### src/design/dpf_pkg.sv
// ----------------------------------------------------------------------------
// dpf_pkg
// Shared types, register codes and helpers for the depth pair fusion block.
// ----------------------------------------------------------------------------
package dpf_pkg;

	// Width of every depth, score and gradient value.
	localparam int unsigned DW = 8;

	// Configuration port geometry.
	localparam int unsigned CFG_IDX_W  = 3;
	localparam int unsigned CFG_DATA_W = 8;

	// Register indexes on the configuration port.
	localparam logic [CFG_IDX_W-1:0] REG_MODE        = 3'd0;
	localparam logic [CFG_IDX_W-1:0] REG_CONF_LIMIT  = 3'd1;
	localparam logic [CFG_IDX_W-1:0] REG_NEAR_LIMIT  = 3'd2;
	localparam logic [CFG_IDX_W-1:0] REG_SINGLE_GOOD = 3'd3;
	localparam logic [CFG_IDX_W-1:0] REG_PAIR_GOOD   = 3'd4;
	localparam logic [CFG_IDX_W-1:0] REG_OVERLAP     = 3'd5;

	// Fusion rules selected by the mode register.
	typedef enum logic [2:0] {
		MODE_GATED   = 3'd0,
		MODE_MIN     = 3'd1,
		MODE_MIN_NZ  = 3'd2,
		MODE_BETTER  = 3'd3,
		MODE_SECOND  = 3'd4,
		MODE_AVG     = 3'd5,
		MODE_OVERLAP = 3'd6,
		MODE_INVERT  = 3'd7
	} mode_t;

	// Register values after reset.
	localparam logic [DW-1:0] RST_CONF_LIMIT  = 8'd100;
	localparam logic [DW-1:0] RST_NEAR_LIMIT  = 8'd230;
	localparam logic [DW-1:0] RST_SINGLE_GOOD = 8'd50;
	localparam logic [DW-1:0] RST_PAIR_GOOD   = 8'd100;
	localparam logic [DW-1:0] RST_OVERLAP     = 8'd20;

	// Markers of the overlap rule.
	localparam logic [DW-1:0] MARK_FIRST_BETTER  = 8'd150;
	localparam logic [DW-1:0] MARK_SECOND_BETTER = 8'd255;

	// Configuration registers as seen by the datapath.
	typedef struct packed {
		mode_t         mode;
		logic [DW-1:0] confidence_limit;
		logic [DW-1:0] near_limit;
		logic [DW-1:0] single_good_limit;
		logic [DW-1:0] pair_good_limit;
		logic [DW-1:0] overlap_limit;
	} cfg_t;

	// Compare results produced by the first stage.
	typedef struct packed {
		logic a_better;      // score_a < score_b
		logic b_better;      // score_b < score_a
		logic sa_lt_conf;    // score_a < confidence_limit
		logic sb_lt_conf;    // score_b < confidence_limit
		logic a_far;         // depth_a < near_limit
		logic b_far;         // depth_b < near_limit
		logic ratio_ok;      // 4*b < 5*a and 4*a < 5*b
		logic avg_score_ok;  // both 4*score < 5*confidence_limit
		logic a_le_b;        // depth_a <= depth_b
		logic any_zero;      // one of the depths is zero
		logic sb_lt_single;  // score_b < single_good_limit
		logic pair_ok;       // both scores < pair_good_limit
		logic sa_lt_ovl;     // score_a < overlap_limit
		logic sb_lt_ovl;     // score_b < overlap_limit
	} flags_t;

	// Candidate depth of every rule, produced by the second stage.
	typedef struct packed {
		logic [DW-1:0] gated;
		logic [DW-1:0] min_d;
		logic [DW-1:0] min_nz;
		logic [DW-1:0] better;
		logic [DW-1:0] second;
		logic [DW-1:0] avg;
		logic [DW-1:0] overlap;
		logic [DW-1:0] invert;
	} cand_t;

	// Scaled copies used by the exact ratio test.
	function automatic logic [DW+2:0] times4(input logic [DW-1:0] x);
		return {1'b0, x, 2'b00};
	endfunction

	function automatic logic [DW+2:0] times5(input logic [DW-1:0] x);
		return {1'b0, x, 2'b00} + {3'b000, x};
	endfunction

endpackage

### src/design/dpf_cfg.sv
// ----------------------------------------------------------------------------
// dpf_cfg
// Configuration register file, written through a plain write port.
// ----------------------------------------------------------------------------
module dpf_cfg (
	input  logic                                clk,
	input  logic                                arst_n,
	input  logic                                cfg_we,
	input  logic [dpf_pkg::CFG_IDX_W-1:0]       cfg_index,
	input  logic [dpf_pkg::CFG_DATA_W-1:0]      cfg_data,
	output dpf_pkg::cfg_t                       cfg
);

	dpf_pkg::mode_t                mode_q;
	logic [dpf_pkg::DW-1:0]        confidence_limit_q;
	logic [dpf_pkg::DW-1:0]        near_limit_q;
	logic [dpf_pkg::DW-1:0]        single_good_limit_q;
	logic [dpf_pkg::DW-1:0]        pair_good_limit_q;
	logic [dpf_pkg::DW-1:0]        overlap_limit_q;

	// Register writes; indexes beyond the list are ignored.
	always_ff @(posedge clk or negedge arst_n) begin
		if (!arst_n) begin
			mode_q              <= dpf_pkg::MODE_GATED;
			confidence_limit_q  <= dpf_pkg::RST_CONF_LIMIT;
			near_limit_q        <= dpf_pkg::RST_NEAR_LIMIT;
			single_good_limit_q <= dpf_pkg::RST_SINGLE_GOOD;
			pair_good_limit_q   <= dpf_pkg::RST_PAIR_GOOD;
			overlap_limit_q     <= dpf_pkg::RST_OVERLAP;
		end else if (cfg_we) begin
			case (cfg_index)
				dpf_pkg::REG_MODE:        mode_q <= dpf_pkg::mode_t'(cfg_data[2:0]);
				dpf_pkg::REG_CONF_LIMIT:  confidence_limit_q  <= cfg_data[dpf_pkg::DW-1:0];
				dpf_pkg::REG_NEAR_LIMIT:  near_limit_q        <= cfg_data[dpf_pkg::DW-1:0];
				dpf_pkg::REG_SINGLE_GOOD: single_good_limit_q <= cfg_data[dpf_pkg::DW-1:0];
				dpf_pkg::REG_PAIR_GOOD:   pair_good_limit_q   <= cfg_data[dpf_pkg::DW-1:0];
				dpf_pkg::REG_OVERLAP:     overlap_limit_q     <= cfg_data[dpf_pkg::DW-1:0];
				default: begin
				end
			endcase
		end
	end

	assign cfg.mode              = mode_q;
	assign cfg.confidence_limit  = confidence_limit_q;
	assign cfg.near_limit        = near_limit_q;
	assign cfg.single_good_limit = single_good_limit_q;
	assign cfg.pair_good_limit   = pair_good_limit_q;
	assign cfg.overlap_limit     = overlap_limit_q;

endmodule

### src/design/dpf_cmp.sv
// ----------------------------------------------------------------------------
// dpf_cmp
// First pipeline stage: all score, depth and ratio compares of one pixel.
// ----------------------------------------------------------------------------
module dpf_cmp (
	input  logic                     clk,
	input  logic                     arst_n,
	input  dpf_pkg::cfg_t            cfg,
	input  logic                     in_valid,
	output logic                     in_ready,
	input  logic [dpf_pkg::DW-1:0]   depth_a,
	input  logic [dpf_pkg::DW-1:0]   depth_b,
	input  logic [dpf_pkg::DW-1:0]   score_a,
	input  logic [dpf_pkg::DW-1:0]   score_b,
	input  logic [dpf_pkg::DW-1:0]   grad_a,
	input  logic [dpf_pkg::DW-1:0]   grad_b,
	output logic                     valid_s1,
	input  logic                     out_ready,
	output logic [dpf_pkg::DW-1:0]   depth_a_s1,
	output logic [dpf_pkg::DW-1:0]   depth_b_s1,
	output logic [dpf_pkg::DW-1:0]   score_a_s1,
	output logic [dpf_pkg::DW:0]     sum_s1,
	output dpf_pkg::flags_t          flags_s1,
	output logic [dpf_pkg::DW-1:0]   conf_s1
);

	dpf_pkg::flags_t          flags_d;
	logic [dpf_pkg::DW+2:0]   conf5;

	assign in_ready = !valid_s1 || out_ready;
	assign conf5    = dpf_pkg::times5(cfg.confidence_limit);

	// Compares against each other and against the limit registers.
	always_comb begin
		flags_d.a_better     = score_a < score_b;
		flags_d.b_better     = score_b < score_a;
		flags_d.sa_lt_conf   = score_a < cfg.confidence_limit;
		flags_d.sb_lt_conf   = score_b < cfg.confidence_limit;
		flags_d.a_far        = depth_a < cfg.near_limit;
		flags_d.b_far        = depth_b < cfg.near_limit;
		flags_d.ratio_ok     = (dpf_pkg::times4(depth_b) < dpf_pkg::times5(depth_a)) &&
		                       (dpf_pkg::times4(depth_a) < dpf_pkg::times5(depth_b));
		flags_d.avg_score_ok = (dpf_pkg::times4(score_a) < conf5) &&
		                       (dpf_pkg::times4(score_b) < conf5);
		flags_d.a_le_b       = depth_a <= depth_b;
		flags_d.any_zero     = (depth_a == '0) || (depth_b == '0);
		flags_d.sb_lt_single = score_b < cfg.single_good_limit;
		flags_d.pair_ok      = (score_a < cfg.pair_good_limit) &&
		                       (score_b < cfg.pair_good_limit);
		flags_d.sa_lt_ovl    = score_a < cfg.overlap_limit;
		flags_d.sb_lt_ovl    = score_b < cfg.overlap_limit;
	end

	// Stage valid bit.
	always_ff @(posedge clk or negedge arst_n) begin
		if (!arst_n) begin
			valid_s1 <= 1'b0;
		end else if (in_ready) begin
			valid_s1 <= in_valid;
		end
	end

	// Stage payload.
	always_ff @(posedge clk) begin
		if (in_valid && in_ready) begin
			depth_a_s1 <= depth_a;
			depth_b_s1 <= depth_b;
			score_a_s1 <= score_a;
			sum_s1     <= {1'b0, depth_a} + {1'b0, depth_b};
			flags_s1   <= flags_d;
			conf_s1    <= (grad_a < grad_b) ? grad_a : grad_b;
		end
	end

	// A passing ratio test needs two nonzero depths.
	a_ratio_nonzero: assert property (@(posedge clk) disable iff (!arst_n)
		valid_s1 && flags_s1.ratio_ok |-> (depth_a_s1 != '0) && (depth_b_s1 != '0))
		else $error("ratio test passed with a zero depth");

endmodule

### src/design/dpf_cand.sv
// ----------------------------------------------------------------------------
// dpf_cand
// Second pipeline stage: the candidate depth of every fusion rule.
// ----------------------------------------------------------------------------
module dpf_cand (
	input  logic                     clk,
	input  logic                     arst_n,
	input  logic                     in_valid,
	output logic                     in_ready,
	input  logic [dpf_pkg::DW-1:0]   depth_a_s1,
	input  logic [dpf_pkg::DW-1:0]   depth_b_s1,
	input  logic [dpf_pkg::DW-1:0]   score_a_s1,
	input  logic [dpf_pkg::DW:0]     sum_s1,
	input  dpf_pkg::flags_t          flags_s1,
	input  logic [dpf_pkg::DW-1:0]   conf_s1,
	output logic                     valid_s2,
	input  logic                     out_ready,
	output dpf_pkg::cand_t           cand_s2,
	output logic [dpf_pkg::DW-1:0]   conf_s2
);

	dpf_pkg::cand_t           cand_d;
	logic [dpf_pkg::DW-1:0]   avg;
	logic [dpf_pkg::DW-1:0]   max_d;

	assign in_ready = !valid_s2 || out_ready;
	assign avg      = sum_s1[dpf_pkg::DW:1];

	// One candidate per rule; the last stage picks among them.
	always_comb begin
		cand_d.min_d  = flags_s1.a_le_b ? depth_a_s1 : depth_b_s1;
		max_d         = flags_s1.a_le_b ? depth_b_s1 : depth_a_s1;
		cand_d.min_nz = flags_s1.any_zero ? max_d : cand_d.min_d;
		cand_d.better = flags_s1.a_better ? depth_a_s1 : depth_b_s1;
		cand_d.second = flags_s1.sb_lt_single ? depth_b_s1 : '0;
		cand_d.avg    = flags_s1.pair_ok ? avg : '0;
		cand_d.invert = ~score_a_s1;

		if (flags_s1.a_better && flags_s1.sa_lt_ovl) begin
			cand_d.overlap = dpf_pkg::MARK_FIRST_BETTER;
		end else if (flags_s1.b_better && flags_s1.sb_lt_ovl) begin
			cand_d.overlap = dpf_pkg::MARK_SECOND_BETTER;
		end else begin
			cand_d.overlap = '0;
		end

		// Gated choice: the clearly better map, else the agreeing average.
		if (flags_s1.a_better && flags_s1.sa_lt_conf && flags_s1.a_far) begin
			cand_d.gated = depth_a_s1;
		end else if (flags_s1.b_better && flags_s1.sb_lt_conf && flags_s1.b_far) begin
			cand_d.gated = depth_b_s1;
		end else if (flags_s1.ratio_ok && flags_s1.avg_score_ok) begin
			cand_d.gated = avg;
		end else begin
			cand_d.gated = '0;
		end
	end

	// Stage valid bit.
	always_ff @(posedge clk or negedge arst_n) begin
		if (!arst_n) begin
			valid_s2 <= 1'b0;
		end else if (in_ready) begin
			valid_s2 <= in_valid;
		end
	end

	// Stage payload.
	always_ff @(posedge clk) begin
		if (in_valid && in_ready) begin
			cand_s2 <= cand_d;
			conf_s2 <= conf_s1;
		end
	end

	// Replacing a zero depth by the other one can only raise the minimum.
	a_min_nz_order: assert property (@(posedge clk) disable iff (!arst_n)
		valid_s2 |-> cand_s2.min_d <= cand_s2.min_nz)
		else $error("minimum unless black fell below plain minimum");

endmodule

### src/design/dpf_pick.sv
// ----------------------------------------------------------------------------
// dpf_pick
// Third pipeline stage: rule selection by mode and the output register.
// ----------------------------------------------------------------------------
module dpf_pick (
	input  logic                     clk,
	input  logic                     arst_n,
	input  dpf_pkg::mode_t           mode,
	input  logic                     in_valid,
	output logic                     in_ready,
	input  dpf_pkg::cand_t           cand_s2,
	input  logic [dpf_pkg::DW-1:0]   conf_s2,
	output logic                     valid_s3,
	input  logic                     out_ready,
	output logic [dpf_pkg::DW-1:0]   fused_s3,
	output logic [dpf_pkg::DW-1:0]   conf_s3
);

	logic [dpf_pkg::DW-1:0] fused_d;

	assign in_ready = !valid_s3 || out_ready;

	// Select the candidate of the active rule.
	always_comb begin
		case (mode)
			dpf_pkg::MODE_GATED:   fused_d = cand_s2.gated;
			dpf_pkg::MODE_MIN:     fused_d = cand_s2.min_d;
			dpf_pkg::MODE_MIN_NZ:  fused_d = cand_s2.min_nz;
			dpf_pkg::MODE_BETTER:  fused_d = cand_s2.better;
			dpf_pkg::MODE_SECOND:  fused_d = cand_s2.second;
			dpf_pkg::MODE_AVG:     fused_d = cand_s2.avg;
			dpf_pkg::MODE_OVERLAP: fused_d = cand_s2.overlap;
			dpf_pkg::MODE_INVERT:  fused_d = cand_s2.invert;
			default:               fused_d = cand_s2.gated;
		endcase
	end

	// Output valid bit.
	always_ff @(posedge clk or negedge arst_n) begin
		if (!arst_n) begin
			valid_s3 <= 1'b0;
		end else if (in_ready) begin
			valid_s3 <= in_valid;
		end
	end

	// Output payload.
	always_ff @(posedge clk) begin
		if (in_valid && in_ready) begin
			fused_s3 <= fused_d;
			conf_s3  <= conf_s2;
		end
	end

	// The overlap rule only ever emits one of its two markers or zero.
	a_overlap_codes: assert property (@(posedge clk) disable iff (!arst_n)
		valid_s3 && (mode == dpf_pkg::MODE_OVERLAP) |->
			(fused_s3 == '0) || (fused_s3 == dpf_pkg::MARK_FIRST_BETTER) ||
			(fused_s3 == dpf_pkg::MARK_SECOND_BETTER))
		else $error("overlap rule produced an unknown marker");

endmodule

### src/design/depth_pair_fusion_pixel.sv
// ----------------------------------------------------------------------------
// depth_pair_fusion_pixel
// Per-pixel fusion of two depth maps with scores and gradient confidence.
// ----------------------------------------------------------------------------
// Usage:
//   Each input item on the s_ channel is one pixel carrying the depth, the
//   matching score and the gradient confidence of both maps. Each output item
//   on the m_ channel is the fused depth and the combined confidence (the
//   smaller gradient value). Items leave in the order they arrive, one result
//   per input item.
//   The block is a three-stage pipeline: compares, per-rule candidates, then
//   rule selection into the output register. Each accepted item passes the
//   stage-one and stage-two registers before m_tvalid rises for it.
//   The block takes one item per cycle as long as the receiver keeps up.
//   When the receiver stalls, the output item holds and the stages in front
//   keep filling until every stage is full; only then does s_tready drop.
//   No item is lost or repeated.
//   The configuration registers are written through cfg_we, cfg_index and
//   cfg_data and should only change while the pipeline is empty.
//   Reset clears all valid bits and loads the register defaults: gated rule,
//   confidence limit 100, near limit 230, single limit 50, pair limit 100 and
//   overlap limit 20.
// ----------------------------------------------------------------------------
module depth_pair_fusion_pixel (
	input  logic                                clk,
	input  logic                                arst_n,
	// Configuration write port.
	input  logic                                cfg_we,
	input  logic [dpf_pkg::CFG_IDX_W-1:0]       cfg_index,
	input  logic [dpf_pkg::CFG_DATA_W-1:0]      cfg_data,
	// Input pixel stream.
	input  logic                                s_tvalid,
	output logic                                s_tready,
	input  logic [6*dpf_pkg::DW-1:0] s_tdata,  // depth_a, depth_b, score_a, score_b, grad_a, grad_b
	// Output pixel stream.
	output logic                                m_tvalid,
	input  logic                                m_tready,
	output logic [2*dpf_pkg::DW-1:0]            m_tdata   // fused_depth, min_grad
);

	localparam int unsigned DW = dpf_pkg::DW;

	dpf_pkg::cfg_t       cfg;

	logic                valid_s1;
	logic                ready_s2;
	logic [DW-1:0]       depth_a_s1;
	logic [DW-1:0]       depth_b_s1;
	logic [DW-1:0]       score_a_s1;
	logic [DW:0]         sum_s1;
	dpf_pkg::flags_t     flags_s1;
	logic [DW-1:0]       conf_s1;

	logic                valid_s2;
	logic                ready_s3;
	dpf_pkg::cand_t      cand_s2;
	logic [DW-1:0]       conf_s2;

	logic [DW-1:0]       fused_s3;
	logic [DW-1:0]       conf_s3;

	// Configuration registers.
	dpf_cfg u_cfg (
		.clk       (clk),
		.arst_n    (arst_n),
		.cfg_we    (cfg_we),
		.cfg_index (cfg_index),
		.cfg_data  (cfg_data),
		.cfg       (cfg)
	);

	// Stage one: compares.
	dpf_cmp u_cmp (
		.clk        (clk),
		.arst_n     (arst_n),
		.cfg        (cfg),
		.in_valid   (s_tvalid),
		.in_ready   (s_tready),
		.depth_a    (s_tdata[DW-1:0]),
		.depth_b    (s_tdata[2*DW-1:DW]),
		.score_a    (s_tdata[3*DW-1:2*DW]),
		.score_b    (s_tdata[4*DW-1:3*DW]),
		.grad_a     (s_tdata[5*DW-1:4*DW]),
		.grad_b     (s_tdata[6*DW-1:5*DW]),
		.valid_s1   (valid_s1),
		.out_ready  (ready_s2),
		.depth_a_s1 (depth_a_s1),
		.depth_b_s1 (depth_b_s1),
		.score_a_s1 (score_a_s1),
		.sum_s1     (sum_s1),
		.flags_s1   (flags_s1),
		.conf_s1    (conf_s1)
	);

	// Stage two: candidates of every rule.
	dpf_cand u_cand (
		.clk        (clk),
		.arst_n     (arst_n),
		.in_valid   (valid_s1),
		.in_ready   (ready_s2),
		.depth_a_s1 (depth_a_s1),
		.depth_b_s1 (depth_b_s1),
		.score_a_s1 (score_a_s1),
		.sum_s1     (sum_s1),
		.flags_s1   (flags_s1),
		.conf_s1    (conf_s1),
		.valid_s2   (valid_s2),
		.out_ready  (ready_s3),
		.cand_s2    (cand_s2),
		.conf_s2    (conf_s2)
	);

	// Stage three: rule selection and output register.
	dpf_pick u_pick (
		.clk       (clk),
		.arst_n    (arst_n),
		.mode      (cfg.mode),
		.in_valid  (valid_s2),
		.in_ready  (ready_s3),
		.cand_s2   (cand_s2),
		.conf_s2   (conf_s2),
		.valid_s3  (m_tvalid),
		.out_ready (m_tready),
		.fused_s3  (fused_s3),
		.conf_s3   (conf_s3)
	);

	assign m_tdata = {conf_s3, fused_s3};

	// With the output stage empty, nothing in front can be blocked.
	a_ready_when_empty: assert property (@(posedge clk) disable iff (!arst_n)
		!m_tvalid |-> s_tready)
		else $error("input stalled while the output stage is empty");

endmodule

### config.mk
export PLATFORM = sky130hd
export DESIGN_NAME = depth_pair_fusion_pixel
export DESIGN_NICKNAME = d
export VERILOG_FILES = /design/src/design/dpf_pkg.sv /design/src/design/dpf_cfg.sv /design/src/design/dpf_cmp.sv /design/src/design/dpf_cand.sv /design/src/design/dpf_pick.sv /design/src/design/depth_pair_fusion_pixel.sv
export SDC_FILE = /design/constraint.sdc
export NUM_CORES = 1
export LEC_CHECK = 0
export BUFFER_PORTS_ARGS = -buffer_cell sky130_fd_sc_hd__buf_2
export CAP_MARGIN = 20
export CELL_PAD_IN_SITES_DETAIL_PLACEMENT = 0
export CELL_PAD_IN_SITES_GLOBAL_PLACEMENT = 1
export CORE_AREA = 2 2 153 155
export DETAILED_ROUTE_END_ITERATION = 7
export DIE_AREA = 0 0 155 157
export HOLD_SLACK_MARGIN = 0.15
export PLACE_DENSITY_LB_ADDON = 0.1
export SYNTH_ARGS = -nofsm -noshare
export SYNTH_HDL_FRONTEND = slang
export SYNTH_SLANG_ARGS = --single-unit
### constraint.sdc
create_clock -name clk -period 3.03 [get_ports clk]
set_input_delay 0.1515 -clock clk [delete_from_list [all_inputs] [get_ports clk]]
set_output_delay 0.1515 -clock clk [all_outputs]
set_load 0.02 [all_outputs]
==> results.py <==
metrics = {
    "clock_network": {
        "clk_path_buf_depth": 2,
        "cts_root_buffer": "clkbuf_16",
        "clock-sinks": 182,
        "cts_tree": "built",
        "cts_buffers": 17,
        "clk_latency_ns": 0.43,
        "ctsHtreeMaxLevel": 4,
        "clk_pin_slew_ns": 0.07,
    },
    "power": {
        "p_leak_nw": 5.55,
        "ir_worst_vdd_mv": 0.337,
        "pwr_density_cell_nw_per_um2": 615,
        "finalPower_mw": 7.98,
    },
    "grt": {
        "grt_max_degree": 67,
        "grt-ovfl-total": 0,
        "grt_pass1_wl_um": 41200,
        "grt_use_total_pct": 22.0,
        "grt_pass1_vias": 7696,
        "antenna_found_initial": 0,
    },
    "job": {
        "cap_violations": 0,
    },
    "drt": {
        "drc": 0,
        "drt-total-wl_um": 25500,
        "drtAntennaViolNets": 0,
        "vias": 7598,
        "vias_per_cell": 5.40,
        "drt_iter0_drc": 462,
        "first_pass_iters": 5,
        "wl_per_cell_um": 18.1,
    },
    "setup_path": {
        "worstSetupEndpointType": "register",
        "r2r.worst_path.cells": 12,
        "critPathRequiredTime_ns": 3.31,
        "cp-start-kind": "input pin",
        "cp_cell_sequence": "dlygate4sd3_1 -> clkbuf_4 -> ha_1 -> inv_1 -> fa_1 -> nor2b_1 -> o21ai_0 -> nand2b_1 -> a21o_1 -> a21oi_1 -> xor2_1 -> ha_1 -> a2111oi_0 -> o21ai_1 -> a32oi_1",
        "reg2reg_slack_ns": 0.24,
        "critPathMostFrequentCell": "ha_1",
        "crit_fanout": 8,
        "setup.worst_path.class": "input pin to register",
        "crit_slowest_cell": "dlygate4sd3_1",
        "crit_path_max_incr_delay_ns": 0.52,
        "worstPathArrival_ns": 3.08,
    },
    "run_status": {
        "status": "complete, no violations",
    },
    "yosys": {
        "synthMuxAreaShare_pct": 7.63,
        "synth_cell_types": 64,
        "synth_top_family_by_area": "adder cells",
        "syn_inst": 957,
        "synth.cell_area_um2": 11000,
        "ys_seq_area_share_pct": 47.9,
        "synth_edf_count": 136,
        "yosys.area_share.simple_pct": 10.5,
        "synth_compound_gate_area_share_pct": 11.8,
        "yosysWarnings": 0,
        "synth-seq-cells": 182,
        "synthXorXnorAreaFrac_pct": 1.52,
        "synthArstFlopShare_pct": 25.3,
        "synth_flop_cell": "edfxtp_1",
        "synth_fa_ha_area_share_pct": 16.9,
        "syn-num-nets": 1167,
        "syn_avg_cell_area_um2": 11.5,
    },
    "timing": {
        "hold_viol": 0,
        "fmax_mhz": 357,
        "tns_ns": 0,
        "period_share_pct": 92.6,
        "fin_skew_ns": 0.0155,
        "setup_viol": 0,
        "period_minus_slack_ns": 2.80,
        "relSlewSlack_pct": 50.5,
        "hold_ws_ns": 0.231,
        "drv_slew": 0,
        "worst_pin_slew_ns": 0.743,
        "rsz0062_at_grt": "false",
    },
    "floorplanning": {
        "die_h_um": 157,
        "dieWidth_um": 155,
        "coreArea_um2": 22500,
        "ios": 82,
        "dieArea_um2": 24300,
        "num_rows": 55,
        "initial_utilization_pct": 48.8,
    },
    "hold_path": {
        "holdCritPathClass": "input pin to register",
        "holdPathStages": 5,
    },
    "cells_and_area": {
        "area_delta_synth_final_pct": 18.3,
        "final_cell_mix": "ha_1, edfxtp_1, inv_1",
        "n_antenna_cell": 0,
        "top_register": "u_cand.cand_s2",
        "design_area_um2": 13000,
        "top_regs": "u_cand.cand_s2: 58 flops, u_cmp.flags_s1: 14 flops",
        "final_common_cell": "ha_1",
        "drive_gt1_share_pct": 19.4,
        "nNetsFinal": 1319,
        "largest_register_ffs": 58,
        "finalNonFillerCells": 1407,
    },
    "place": {
        "port_buffers": 81,
        "dp_cells": 1321,
        "dpl-instance-area_um2": 11800,
        "dp_hpwl_um": 18200,
        "gp_congestion": 0.804,
    },
}
[logic make-up (layout without fill, tap and decap cells)]
kind of cell,Yosys count,after routing
simple gates,226,226
compound gates,209,209
flops,182,182
fa+ha+maj,146,146
buf+inv,106,271
mux,69,69
xor+xnor,19,19
[power by group]
part	internal (mW)	switching, mW
clock	1.20	1.11
combinational	1.03	1.25
sequential	3.17	0.207
total	5.40	2.57
[path summary, 6_finish.rpt]
path | startpoint | to
setup / recovery | s_tdata[2] | u_cmp.flags_s1[7]$_DFFE_PP_
hold / removal | cfg_index[2] | u_cfg.near_limit_q[7]$_DFFE_PN1P_
setup reg to reg | u_cfg.confidence_limit_q[2]$_DFFE_PN1P_ | u_cmp.flags_s1[6]$_DFFE_PP_
hold reg to reg | u_cand.conf_s2[1]$_DFFE_PP_ | u_pick.conf_s3[1]$_DFFE_PP_
max in group asynchronous | arst_n | u_cfg.single_good_limit_q[5]$_DFFE_PN1P_
min in group asynchronous | arst_n | u_cfg.overlap_limit_q[1]$_DFFE_PN0P_
[metrics by stage]
stage | util, % | setup WS (ns)
global placement | 52.4 | 0.198
global route | 57.7 | 0.00252
floorplan | - | 0.356
detailed placement | 52.4 | 0.116
finish | 57.7 | 0.225
CTS | 57.5 | 0.0989
[final cells by class]
cell class | count | area (um^2)
fillers | 1935 | 9530
multi-input cells | 669 | 5320
flip-flops and latches | 182 | 5260
repair buffers | 150 | 1080
clock buffers | 17 | 425
well taps | 285 | 357
inverters | 89 | 334
clock inverters | 15 | 199
[layer usage]
metal	global-route usage, %	routed length (um)
met1	31.2	12700
met2	35.9	11700
met3	3.52	775
met4	4.94	335
met5	0	0
[cell usage after synthesis, drive strengths merged (3+ instances only)]
library cell    n  area, um^2
ha            142        1780
edfxtp        136        4080
inv            89         334
o21ai          72         360
a21oi          61         317
nand2          59         221
mux2           57         642
nor2           44         165
dfrtp          30         751
and2           23         144
nand2b         19         119
nor2b          19         119
nor3           18        90.1
dfstp          16         420
a21o           14         105
xor2           13         114
and3           12        75.1
nand3          10        50.1
buf             9        48.8
o21a            9        67.6
clkbuf          8        30.0
o41ai           8        70.1
mux2i           6        60.1
mux4            6         135
xnor2           6        52.6
nand4           5        31.3
a21boi          4        30.0
fa              4        80.1
nor4            4        25.0
o22ai           4        25.0
o31ai           4        30.0
a2111oi         3        32.5
nand3b          3        22.5
o21bai          3        22.5
[repair_timing]
| item | CTS | global route |
|---|---|---|
| hold buffers | 54 | 0 |
| setup endpoints to repair | 0 | 2 |
| hold endpoints to repair | 104 | 0 |
| buffers inserted | 0 | 0 |
| gates resized for setup | 0 | 11 |
[critical path: cells and delay by family]
kind,cells,cell delay [ns]
XOR/XNOR,1,0.15
AND/OR/NAND/NOR,2,0.25
buffers and inverters,3,0.78
adder cells (fa/ha/maj),3,0.78
AO/OA/AOI/OAI,6,0.95
Power figures use the tool's default switching activity.
